### src/design/hbs_pkg.sv
// hbs_pkg: shared types and constants for the harmonic bond stretch unit
// no dependencies
`timescale 1ns / 1ps
`default_nettype none
package hbs_pkg;

  localparam int DefFracBits = 16;
  localparam logic [46:0] Lim47 = {47{1'b1}};
  localparam logic [62:0] Lim63 = {63{1'b1}};

  // classified bond passed from front to back
  typedef struct packed {
    logic signed [32:0] dx;
    logic signed [32:0] dy;
    logic signed [32:0] dz;
    logic [31:0]        k;
    logic [31:0]        r0;
    logic               s1;
    logic               s2;
    logic               cnt;
    logic               last;
  } bond_t;

  typedef enum logic [2:0] {
    ST_IDLE, ST_SQ, ST_SQRT, ST_KE, ST_ENERGY, ST_NUM, ST_DIV, ST_DONE
  } bk_state_t;

endpackage
`default_nettype wire

### src/design/hbs_front.sv
// hbs_front: input stage and two-entry queue of classified bonds
// depends on hbs_pkg
`timescale 1ns / 1ps
`default_nettype none
module hbs_front import hbs_pkg::*; (
  input  wire logic               clk,
  input  wire logic               rst_n,
  input  wire logic               in_valid,
  output logic                    in_ready,
  input  wire logic signed [31:0] in_first_x,
  input  wire logic signed [31:0] in_first_y,
  input  wire logic signed [31:0] in_first_z,
  input  wire logic signed [31:0] in_second_x,
  input  wire logic signed [31:0] in_second_y,
  input  wire logic signed [31:0] in_second_z,
  input  wire logic [31:0]        in_force_const,
  input  wire logic [31:0]        in_rest_length,
  input  wire logic               in_first_selected,
  input  wire logic               in_second_selected,
  input  wire logic               in_last_bond,
  input  wire logic               use_sel,
  output logic                    q_valid,
  input  wire logic               q_ready,
  output bond_t                   q_bond
);

  bond_t       mem_r [2];
  logic        wp_r, rp_r;
  logic [1:0]  cnt_r;
  bond_t       b;

  // classify: differences and whether the energy counts
  always_comb begin
    b.dx   = 33'(in_first_x) - 33'(in_second_x);
    b.dy   = 33'(in_first_y) - 33'(in_second_y);
    b.dz   = 33'(in_first_z) - 33'(in_second_z);
    b.k    = in_force_const;
    b.r0   = in_rest_length;
    b.s1   = !use_sel || in_first_selected;
    b.s2   = !use_sel || in_second_selected;
    b.cnt  = !use_sel || in_first_selected || in_second_selected;
    b.last = in_last_bond;
  end

  assign in_ready = (cnt_r != 2'd2);
  assign q_valid  = (cnt_r != 2'd0);
  assign q_bond   = mem_r[rp_r];

  // queue storage
  always_ff @(posedge clk) begin
    if (in_valid && in_ready) mem_r[wp_r] <= b;
  end

  // queue pointers
  always_ff @(posedge clk) begin
    if (!rst_n) begin
      wp_r <= 1'b0; rp_r <= 1'b0; cnt_r <= 2'd0;
    end else begin
      if (in_valid && in_ready) wp_r <= ~wp_r;
      if (q_valid && q_ready) rp_r <= ~rp_r;
      cnt_r <= cnt_r + 2'(in_valid && in_ready) - 2'(q_valid && q_ready);
    end
  end

endmodule
`default_nettype wire

### config.mk
export PLATFORM = sky130hd
export DESIGN_NAME = hbs_front
export DESIGN_NICKNAME = d
export VERILOG_FILES = /design/src/design/hbs_pkg.sv /design/src/design/hbs_front.sv
export SDC_FILE = /design/constraint.sdc
export NUM_CORES = 1
export LEC_CHECK = 0
export BUFFER_PORTS_ARGS = -buffer_cell sky130_fd_sc_hd__buf_2
export CAP_MARGIN = 20
export CORE_MARGIN = 5
export CORE_UTILIZATION = 55
export CTS_CLUSTER_SIZE = 25
export DETAILED_ROUTE_END_ITERATION = 8
export PLACE_DENSITY = 0.82
export SETUP_SLACK_MARGIN = 0.3
export SLEW_MARGIN = 20
export SYNTH_ARGS = -nofsm -noshare
export SYNTH_HDL_FRONTEND = slang
export SYNTH_SLANG_ARGS = --single-unit
### constraint.sdc
create_clock -name clk -period 14.25 [get_ports clk]
set_input_delay 2.85 -clock clk [delete_from_list [all_inputs] [get_ports clk]]
set_output_delay 2.85 -clock clk [all_outputs]
set_load 0.01 [all_outputs]
==> parameters.txt, run 1 <==
Parameter                              Value

Drt
  Routed WL    approximately 43,000 µm
  Post-route ant nets    0
  Detailed-route DRC error count    0
  First drt pass iteration count    7
  Number of vias per cell after detailed routing    about 5.6
  Drt first-iter violations    about 760
  Per-cell routed wire length    ~19 µm
  Vias    around 12,000

Timing
  Share of the clock period used by the worst path    approximately 45%
  Post-Route Setup TNS    0 ps
  Final count of pins violating max slew    0
  Worst clock skew on the final layout    just under 10 ps
  Worst setup margin    a little under 8000 ps
  Hold Violations, Final    0
  RSZ-0062 raised after global routing    false
  Count of endpoints failing setup in the final report    0
  Timing-limited maximum frequency    roughly 160 MHz
  Max-slew headroom    31.14%
  Crit path time final    roughly 6400 ps
  Slew at the pin closest to its max-slew limit    approximately 1000 ps

Placed design
  Routability cong.    just under 0.9
  Pre-CTS worst setup slack    8397 ps
  Port buffer count    roughly 430
  DP Area    20,130 µm²
  Detailed placer's ending HPWL    31,520 µm
  Number of placed cells counting well taps    around 2,200

Synth
  Number of distinct library cells after synthesis    a little over 60
  Synthesized instance count    around 1,400
  Synthesized area per cell    between 10 and 15 µm²
  Syn. warnings    0
  Dominant synthesized flop cell    sky130_fd_sc_hd__edfxtp_1
  Net Count, Synth    1,720
  Sequential element share of the synthesized area    57.72%
  Post-Synthesis Cell Area    approximately 18,000 µm²
  Count of flip-flops with a built-in enable after synthesis    roughly 330
  Proportion of synthesized flip-flops having asynchronous set or reset    0%
  Number of register bits inferred by synthesis    between 300 and 400
  Ranking of synthesized cells by area    sky130_fd_sc_hd__edfxtp_1 57%, sky130_fd_sc_hd__mux2_2 11%, sky130_fd_sc_hd__ha_1 7.0%
  Yosys top cell by area    sky130_fd_sc_hd__edfxtp_1
  Area share of the largest cell type after synthesis    57.15%

GRT
  Global-route wire length before repair    66,450 µm
  Initial antenna violation count    5
  Overflow after GRT    0
  Global Route Usage Sum    ~23%
  Via count of the first global-routing pass    approximately 13,000
  Largest net degree at the start of global routing    around 170

Setup path
  Stage delay of the slowest cell on the critical path    780 ps
  Buffers plus inverters on the worst setup path    3
  FF-to-FF End    mem_r[1][7]
  Crit path DAT    3540 ps
  Peak fanout along the critical path    64
  Slowest cell on crit path    sky130_fd_sc_hd__dfxtp_4
  Reg-to-reg critical path startpoint    cnt_r[0]
  Critical path start-end classification    flip-flop to output pin
  Worst r2r path cells    3
  Cell with the most instances on the worst path    sky130_fd_sc_hd__buf_4
  Data required, critical path    ~11,000 ps
  Setup crit start kind    flip-flop
  Series of cell instances along the critical path    buf_4 > buf_4 > mux2_2 > buf_2
  FF-to-FF setup slack    between 10,000 and 15,000 ps
  Kind of cell adding the most delay to the critical path    buffers and inverters
  Crit. End Element    output pin

Clock network
  Worst-skew pair later-pin latency    slightly above 500 ps
  Cell at the root of the clock tree    sky130_fd_sc_hd__clkbuf_16
  H-tree Lvls    2
  Buffer depth of the longest clock path    3
  Cts bufs inserted    37
  Clock transition at the register clock pins on the worst setup and hold paths after CTS    around 60 ps
  Post-CTS Repair Setup Buffers    0
  Count of hold-fix buffers inserted at cts    0
  Sink count of the clock tree    between 300 and 400
  Number of gates resized after CTS    0
  Clock tree from TritonCTS    done

Hold path
  Worst hold start    rp_r
  Worst hold endpoint    rp_r
  Worst hold path type    flip-flop to flip-flop
  Worst hold path cell count    2

Outcome
  Run status    finished clean

Floorplan
  I/O pin count    between 400 and 500
  Cell Rows    65
  Die outline area    between 30,000 and 40,000 µm²
  Starting Density    roughly 56%
  Die extent in y    about 190 µm
  DIE WIDTH    188.6 µm
  Placeable Area    31,560 µm²

Cells and area
  Number of nets in the layout    roughly 2,200
  Design Area, Final    ~21,000 µm²
  Layout Area Growth over Synthesis    21.67%
  Post-route insts no fill    about 2,200
  Proportion of layout cells with a drive suffix above 1    between 30% and 40%

Pwr
  Power density relative to cell area    around 150 nW/µm²
  Standby leakage power    approximately 9 nW
  Maximum VDD drop    0.1157 mV
  Overall power of the completed layout    about 0.0032 W

Run
  Max-cap violation count    0
==> cell usage in the layout, fill, tap and decap left out, types with 13 or more instances in the layout <==
master / netlist / layout
sky130_fd_sc_hd__edfxtp_1: 334 / 334
sky130_fd_sc_hd__clkbuf_16: 0 / 37
sky130_fd_sc_hd__o21a_1: 16 / 16
sky130_fd_sc_hd__nor2b_1: 14 / 14
sky130_fd_sc_hd__nor3_1: 13 / 13
sky130_fd_sc_hd__mux2_2: 167 / 167
sky130_fd_sc_hd__xnor2_1: 48 / 48
sky130_fd_sc_hd__o21ai_0: 47 / 47
sky130_fd_sc_hd__nand3_1: 19 / 19
sky130_fd_sc_hd__a21o_1: 48 / 48
sky130_fd_sc_hd__buf_2: 0 / 432
sky130_fd_sc_hd__nor2_1: 45 / 44
sky130_fd_sc_hd__a21oi_1: 78 / 78
sky130_fd_sc_hd__a31oi_1: 15 / 15
sky130_fd_sc_hd__inv_1: 123 / 123
sky130_fd_sc_hd__ha_1: 98 / 98
sky130_fd_sc_hd__xor2_1: 37 / 37
sky130_fd_sc_hd__nand2_1: 70 / 70
==> where the power goes <==
| part | switching [W] | leakage, nW | total, W | internal, W |
|---|---|---|---|---|
| clock network | 0.000389 | 0.589 | 0.000949 | 0.000560 |
| registers | 0.0000560 | 3.16 | 0.00135 | 0.00129 |
| logic | 0.000498 | 5.30 | 0.000900 | 0.000402 |
==> cell families after synthesis <==
logic type                 after synthesis  synth area share, %
AOI/OAI and AO/OA                      280                10.39
xor gates and xnor gates                85                4.242
adders and majority gates              101                7.329
buffers and inverters                  164                3.507
muxes                                  169                10.83
and+or+nand+nor                        217                5.988
DFF                                    339                57.72
==> layer usage <==
metal	global-route usage (%)	share of wire [%]	vias up	wire length, µm
li1	-	-	5937	-
met1	27.61	38	5858	16270
met2	40.72	50	482	21430
met3	5.372	7.5	102	3183
met4	9.025	4.0	4	1708
met5	0	0.061	-	26
==> state kept, by name, summed over array words and instances (netlist names), named ones only <==
signal	count
mem_r	334
cnt_r	2
rp_r	1
wp_r	1
==> worst max-delay path by stage <==
stage	startpoint	slack [ps]	end	cells after the start
2_1_floorplan	in_valid	3670	mem_r[0][0]	2
3_3_place_gp	in_first_y[0]	8470	mem_r[0][131]	12
3_5_place_dp	flip-flop	8400	q_bond[148]	4
4_1_cts	flip-flop	7830	q_bond[148]	4
5_1_grt	flip-flop	7690	q_bond[105]	4
6_report	flip-flop	7860	q_bond[105]	4
==> cell type report <==
class,instances,area (µm²)
Clock inverter,22,259.0
Inverter,123,461.7
Sequential cell,339,10130
Fill cell,2324,10200
Antenna cell,3,7.507
Timing Repair Buffer,437,2212
Clock buffer,46,959.7
Multi-Input combinational cell,852,6818
Tap cell,402,503.0
==> synthesized netlist by cell type, types with 10 or more instances <==
cell type / instances
sky130_fd_sc_hd__xnor2_1: 48
sky130_fd_sc_hd__xor2_1: 37
sky130_fd_sc_hd__inv_1: 123
sky130_fd_sc_hd__o21a_1: 16
sky130_fd_sc_hd__nor2_1: 45
sky130_fd_sc_hd__clkbuf_1: 40
sky130_fd_sc_hd__nor2b_1: 14
sky130_fd_sc_hd__ha_1: 98
sky130_fd_sc_hd__a21oi_1: 78
sky130_fd_sc_hd__nand4_1: 11
sky130_fd_sc_hd__a21o_1: 48
sky130_fd_sc_hd__nand2_1: 70
sky130_fd_sc_hd__mux2_2: 167
sky130_fd_sc_hd__o21ai_0: 47
sky130_fd_sc_hd__a31oi_1: 15
sky130_fd_sc_hd__nand2b_1: 10
sky130_fd_sc_hd__nor3_1: 13
sky130_fd_sc_hd__nand3_1: 19
sky130_fd_sc_hd__and3_1: 10
sky130_fd_sc_hd__edfxtp_1: 334
==> worst min-delay path, delay by kind of cell (launching register included) <==
family | cells | cell delay, ps
simple gates | 1 | 100
xor+xnor | 1 | 90
flops | 1 | 330
==> metrics by stage <==
step	hold WS, ps	utilization [%]
after floorplan	504.2	-
after global placement	521.1	63.79
after detailed placement	527.7	63.79
after CTS	548.6	67.65
after global routing	594.6	67.67
final	546.7	67.67
Power figures use the tool's default switching activity.
==> inputs of run 2 (changes only) <==
--- a/config.mk
+++ b/config.mk
@@ -5,13 +5,14 @@
 export SDC_FILE = /design/constraint.sdc
 export NUM_CORES = 1
 export LEC_CHECK = 0
+export ABC_AREA = 1
 export BUFFER_PORTS_ARGS = -buffer_cell sky130_fd_sc_hd__buf_2
 export CAP_MARGIN = 20
 export CORE_MARGIN = 5
-export CORE_UTILIZATION = 55
+export CORE_UTILIZATION = 50
 export CTS_CLUSTER_SIZE = 25
 export DETAILED_ROUTE_END_ITERATION = 8
-export PLACE_DENSITY = 0.82
+export PLACE_DENSITY = 0.77
 export SETUP_SLACK_MARGIN = 0.3
 export SLEW_MARGIN = 20
 export SYNTH_ARGS = -nofsm -noshare
==> constraint.sdc (replaced) <==
create_clock -name clk -period 5.85 [get_ports clk]
set_input_delay 1.17 -clock clk [delete_from_list [all_inputs] [get_ports clk]]
set_output_delay 1.17 -clock clk [all_outputs]
set_load 0.01 [all_outputs]
==> run 2 against run 1 <==
  * Total power rose to 2.5 times the previous value
  * Routed wire length up 25%
  * Die area increased by 24%
  * Critical endpoint is now q_bond[113]
  * Highest routed layer is now met4
==> parameters.txt, run 2 <==
Parameter                              Value

Pwr
  Share of total power in the clock network    28.7% (was 29.7%)
  Maximum VDD drop    0.2889 mV (was 0.1157 mV)
  Reg power frac    42.0% (was 42.1%)
  Comb power frac    29.3% (was 28.2%)
  Power density relative to cell area    337.4 nW/µm² (was 149.7 nW/µm²)
  Standby leakage power    12.22 nW (was 9.044 nW)
  Internal power summed over all cells    0.005574 W (was 0.002254 W)
  Switching part of the total    31.01% (was 29.49%)
  Switching power    0.002506 W (was 0.0009428 W)

Synth
  Parity-gate share of the synthesized area counting xor and xnor cells    2.015% (was 4.242%)
  Synthesized instance count    2,227 (was 1,355)
  Dominant combinational cell family by area after synthesis    simple AND/OR/NAND/NOR gates (was multiplexers)
  Dominant synthesized flop cell    sky130_fd_sc_hd__edfxtp_1 (unchanged)
  Area share of the largest cell type after synthesis    50.17% (was 57.15%)
  Number of distinct library cells after synthesis    26 (was 62)
  Count of flip-flops with a built-in enable after synthesis    334 (unchanged)
  Most common cell in the synthesized netlist    sky130_fd_sc_hd__nand2_1 (was sky130_fd_sc_hd__edfxtp_1)
  Synthesized area per cell    8.976 µm² (was 12.95 µm²)
  Net Count, Synth    2,592 (was 1,720)
  Portion of netlist area occupied by mux cells    9.407% (was 10.83%)
  Yosys top cell by area    sky130_fd_sc_hd__edfxtp_1 (unchanged)
  Most numerous cell types in the synthesized netlist    755 x sky130_fd_sc_hd__nand2_1, 483 x sky130_fd_sc_hd__inv_1, 334 x sky130_fd_sc_hd__edfxtp_1 (was 334 x sky130_fd_sc_hd__edfxtp_1, 167 x sky130_fd_sc_hd__mux2_2, 123 x sky130_fd_sc_hd__inv_1)
  Number of register bits inferred by synthesis    339 (unchanged)
  Syn. warnings    0 (unchanged)
  Basic-gate share of the synthesized area counting and, or, nand and nor cells    19.78% (was 5.988%)
  Synthesized-area fraction occupied by adder cells    6.434% (was 7.329%)
  Post-Synthesis Cell Area    19,990 µm² (was 17,550 µm²)
  Share of the synthesized area in compound gates (AO/OA/AOI/OAI)    1.947% (was 10.39%)
  Sequential element share of the synthesized area    50.67% (was 57.72%)
  Ranking of synthesized cells by area    sky130_fd_sc_hd__edfxtp_1 50%, sky130_fd_sc_hd__nand2_1 14%, sky130_fd_sc_hd__mux2_2 9.4% (was sky130_fd_sc_hd__edfxtp_1 57%, sky130_fd_sc_hd__mux2_2 11%, sky130_fd_sc_hd__ha_1 7.0%)
  Proportion of synthesized flip-flops having asynchronous set or reset    0% (unchanged)

Cells and area
  Leading cell types in the layout, fill and taps excluded    755 x sky130_fd_sc_hd__nand2_1, 483 x sky130_fd_sc_hd__inv_1, 432 x sky130_fd_sc_hd__buf_2 (was 432 x sky130_fd_sc_hd__buf_2, 334 x sky130_fd_sc_hd__edfxtp_1, 167 x sky130_fd_sc_hd__mux2_2)
  Multi-input combinational cell area    7929 µm² (was 6818 µm²)
  Proportion of layout cells with a drive suffix above 1    25.14% (was 36.89%)
  Design Area, Final    23,950 µm² (was 21,350 µm²)
  Area occupied by registers    10,130 µm² (unchanged)
  Regs by FF count    mem_r x334, cnt_r x2 (unchanged)
  Register with the most flip-flops    mem_r (unchanged)
  Share of the core filled with cells in the final layout    60.42% (was 67.67%)
  Number of nets in the layout    3,046 (was 2,155)
  Fillers    3,421 (was 2,324)
  Most frequent standard cell in the layout excluding fill and tap cells    sky130_fd_sc_hd__nand2_1 (was sky130_fd_sc_hd__buf_2)
  Layout Area Growth over Synthesis    19.81% (was 21.67%)
  Number of flip-flops in the largest register    334 (unchanged)

Timing
  Timing-limited maximum frequency    between 200 and 300 MHz
  Worst clock skew on the final layout    11.77 ps (was 9.835 ps)
  Crit path time final    approximately 3900 ps
  RSZ-0062 raised after global routing    false (unchanged)
  Share of the clock period used by the worst path    66.06%
  Hold Violations, Final    0 (unchanged)
  Final count of pins violating max slew    0 (unchanged)
  Count of endpoints failing setup in the final report    0 (unchanged)
  Smallest hold slack    452.0 ps (was 546.7 ps)
  Worst setup margin    1986 ps (was 7855 ps)
  Post-Route Setup TNS    0 ps (unchanged)
  Slew at the pin closest to its max-slew limit    1041 ps (was 1033 ps)
  Max-slew headroom    30.63% (was 31.14%)

Drt
  Vias    16,050 (was 12,380)
  Routed WL    53,300 µm (was 42,620 µm)
  Post-route ant nets    0 (unchanged)
  Per-cell routed wire length    16.49 µm (was 19.16 µm)
  Number of vias per cell after detailed routing    4.967 (was 5.568)
  First drt pass iteration count    5 (was 7)
  Detailed-route DRC error count    0 (unchanged)
  Drt first-iter violations    1,005 (was 757)

Setup path
  Peak fanout along the critical path    73 (was 64)
  Data required, critical path    4680 ps (was 11,400 ps)
  Critical path start-end classification    flip-flop to output pin (unchanged)
  Crit. End Element    output pin (unchanged)
  Setup crit start kind    flip-flop (unchanged)
  Crit path DAT    2690 ps (was 3540 ps)

Placed design
  Port buffer count    432 (unchanged)
  Detailed placer's ending HPWL    40,840 µm (was 31,520 µm)
  Pre-CTS worst setup slack    2598 ps (was 8397 ps)
  DP Area    22,760 µm² (was 20,130 µm²)
  Routability cong.    0.9695 (was 0.8955)

Floorplan
  Placeable Area    39,640 µm² (was 31,560 µm²)
  Cell Rows    73 (was 65)
  Starting Density    50.43% (was 55.62%)
  Die extent in y    210.0 µm (was 188.6 µm)
  DIE WIDTH    210.0 µm (was 188.6 µm)
  I/O pin count    433 (unchanged)
  Die outline area    44,080 µm² (was 35,580 µm²)

GRT
  Largest net degree at the start of global routing    168 (was 169)
  Initial antenna violation count    3 (was 5)
  Global Route Usage Sum    23.40% (was 23.12%)
  Via count of the first global-routing pass    16,030 (was 12,710)
  Global-route wire length before repair    82,520 µm (was 66,450 µm)
  Overflow after GRT    0 (unchanged)

Outcome
  Run status    finished clean (unchanged)

Clock network
  Cts bufs inserted    36 (was 37)
  Worst-skew pair later-pin latency    550 ps (was 510 ps)
  Clock transition at the register clock pins on the worst setup and hold paths after CTS    60 ps (about the same)
  Cell at the root of the clock tree    sky130_fd_sc_hd__clkbuf_16 (unchanged)
  Sink count of the clock tree    339 (unchanged)
  Buffer depth of the longest clock path    3 (unchanged)
  Number of gates resized after CTS    0 (unchanged)
  Count of hold-fix buffers inserted at cts    0 (unchanged)
  Clock tree from TritonCTS    done (unchanged)
  H-tree Lvls    2 (unchanged)
  Post-CTS Repair Setup Buffers    0 (unchanged)

Run
  Max-cap violation count    0 (unchanged)

Hold path
  Worst hold path type    flip-flop to flip-flop (unchanged)
-- run 2: power by group through the flow --
| stage | Clock [W] | Sequential (W) | Combinational, W |
|---|---|---|---|
| 5_1_grt | 0.00248 | 0.00343 | 0.00258 |
| 2_1_floorplan | 0 | 0.00336 | 0.00158 |
| 3_5_place_dp | 0 | 0.00344 | 0.00236 |
| 3_3_place_gp | 0 | 0.00344 | 0.00230 |
| 6_report | 0.00232 | 0.00339 | 0.00237 |
| 4_1_cts | 0.00236 | 0.00340 | 0.00238 |
-- run 2: final cells by class --
type                            instances  area share (%)
Antenna cell                            2         0.02090
Clock buffer                           40           3.913
Clock inverter                         22           1.029
Inverter                              483           7.570
Multi-Input combinational cell       1385           33.11
Sequential cell                       339           42.31
Tap cell                              525           2.743
Timing Repair Buffer                  436           9.309
-- run 2: cells by family after synthesis --
logic type	count (synthesis)
AO/OA/AOI/OAI	74
XOR/XNOR	46
adder cells (fa/ha/maj)	101
buffers and inverters	503
flip-flops	339
multiplexers	167
AND/OR/NAND/NOR	997
-- run 2: layer usage --
metal / global-route usage [%] / wire length [µm] / vias up
met3: 4.197 / 3493 / 97
met5: 0 / 0 / -
met2: 41.64 / 26620 / 567
met1: 29.02 / 21530 / 7450
met4: 7.628 / 1659 / 0
li1: - / - / 7939
-- run 2: final timing paths --
check	cells after the start	endpoint	slack, ps	from
worst max-delay path	3	q_bond[113]	1990	flip-flop
worst min-delay path	1	flip-flop	450	rp_r
worst max register to register	5	mem_r[1][52]	3760	cnt_r[0]
worst min register to register	1	flip-flop	450	rp_r
-- run 2: stage by stage --
step	power [W]	std cells
2_1_floorplan	0.004946	2227
3_3_place_gp	0.005736	3168
3_5_place_dp	0.005800	3168
4_1_cts	0.008143	3230
5_1_grt	0.008489	3232
6_report	0.008080	3232
-- run 2: worst max-delay path: stages, from the launching register on --
cell and delay, ps:
sky130_fd_sc_hd__dfxtp_4 1010, sky130_fd_sc_hd__buf_12 360, sky130_fd_sc_hd__mux2_2 420, sky130_fd_sc_hd__buf_2 150
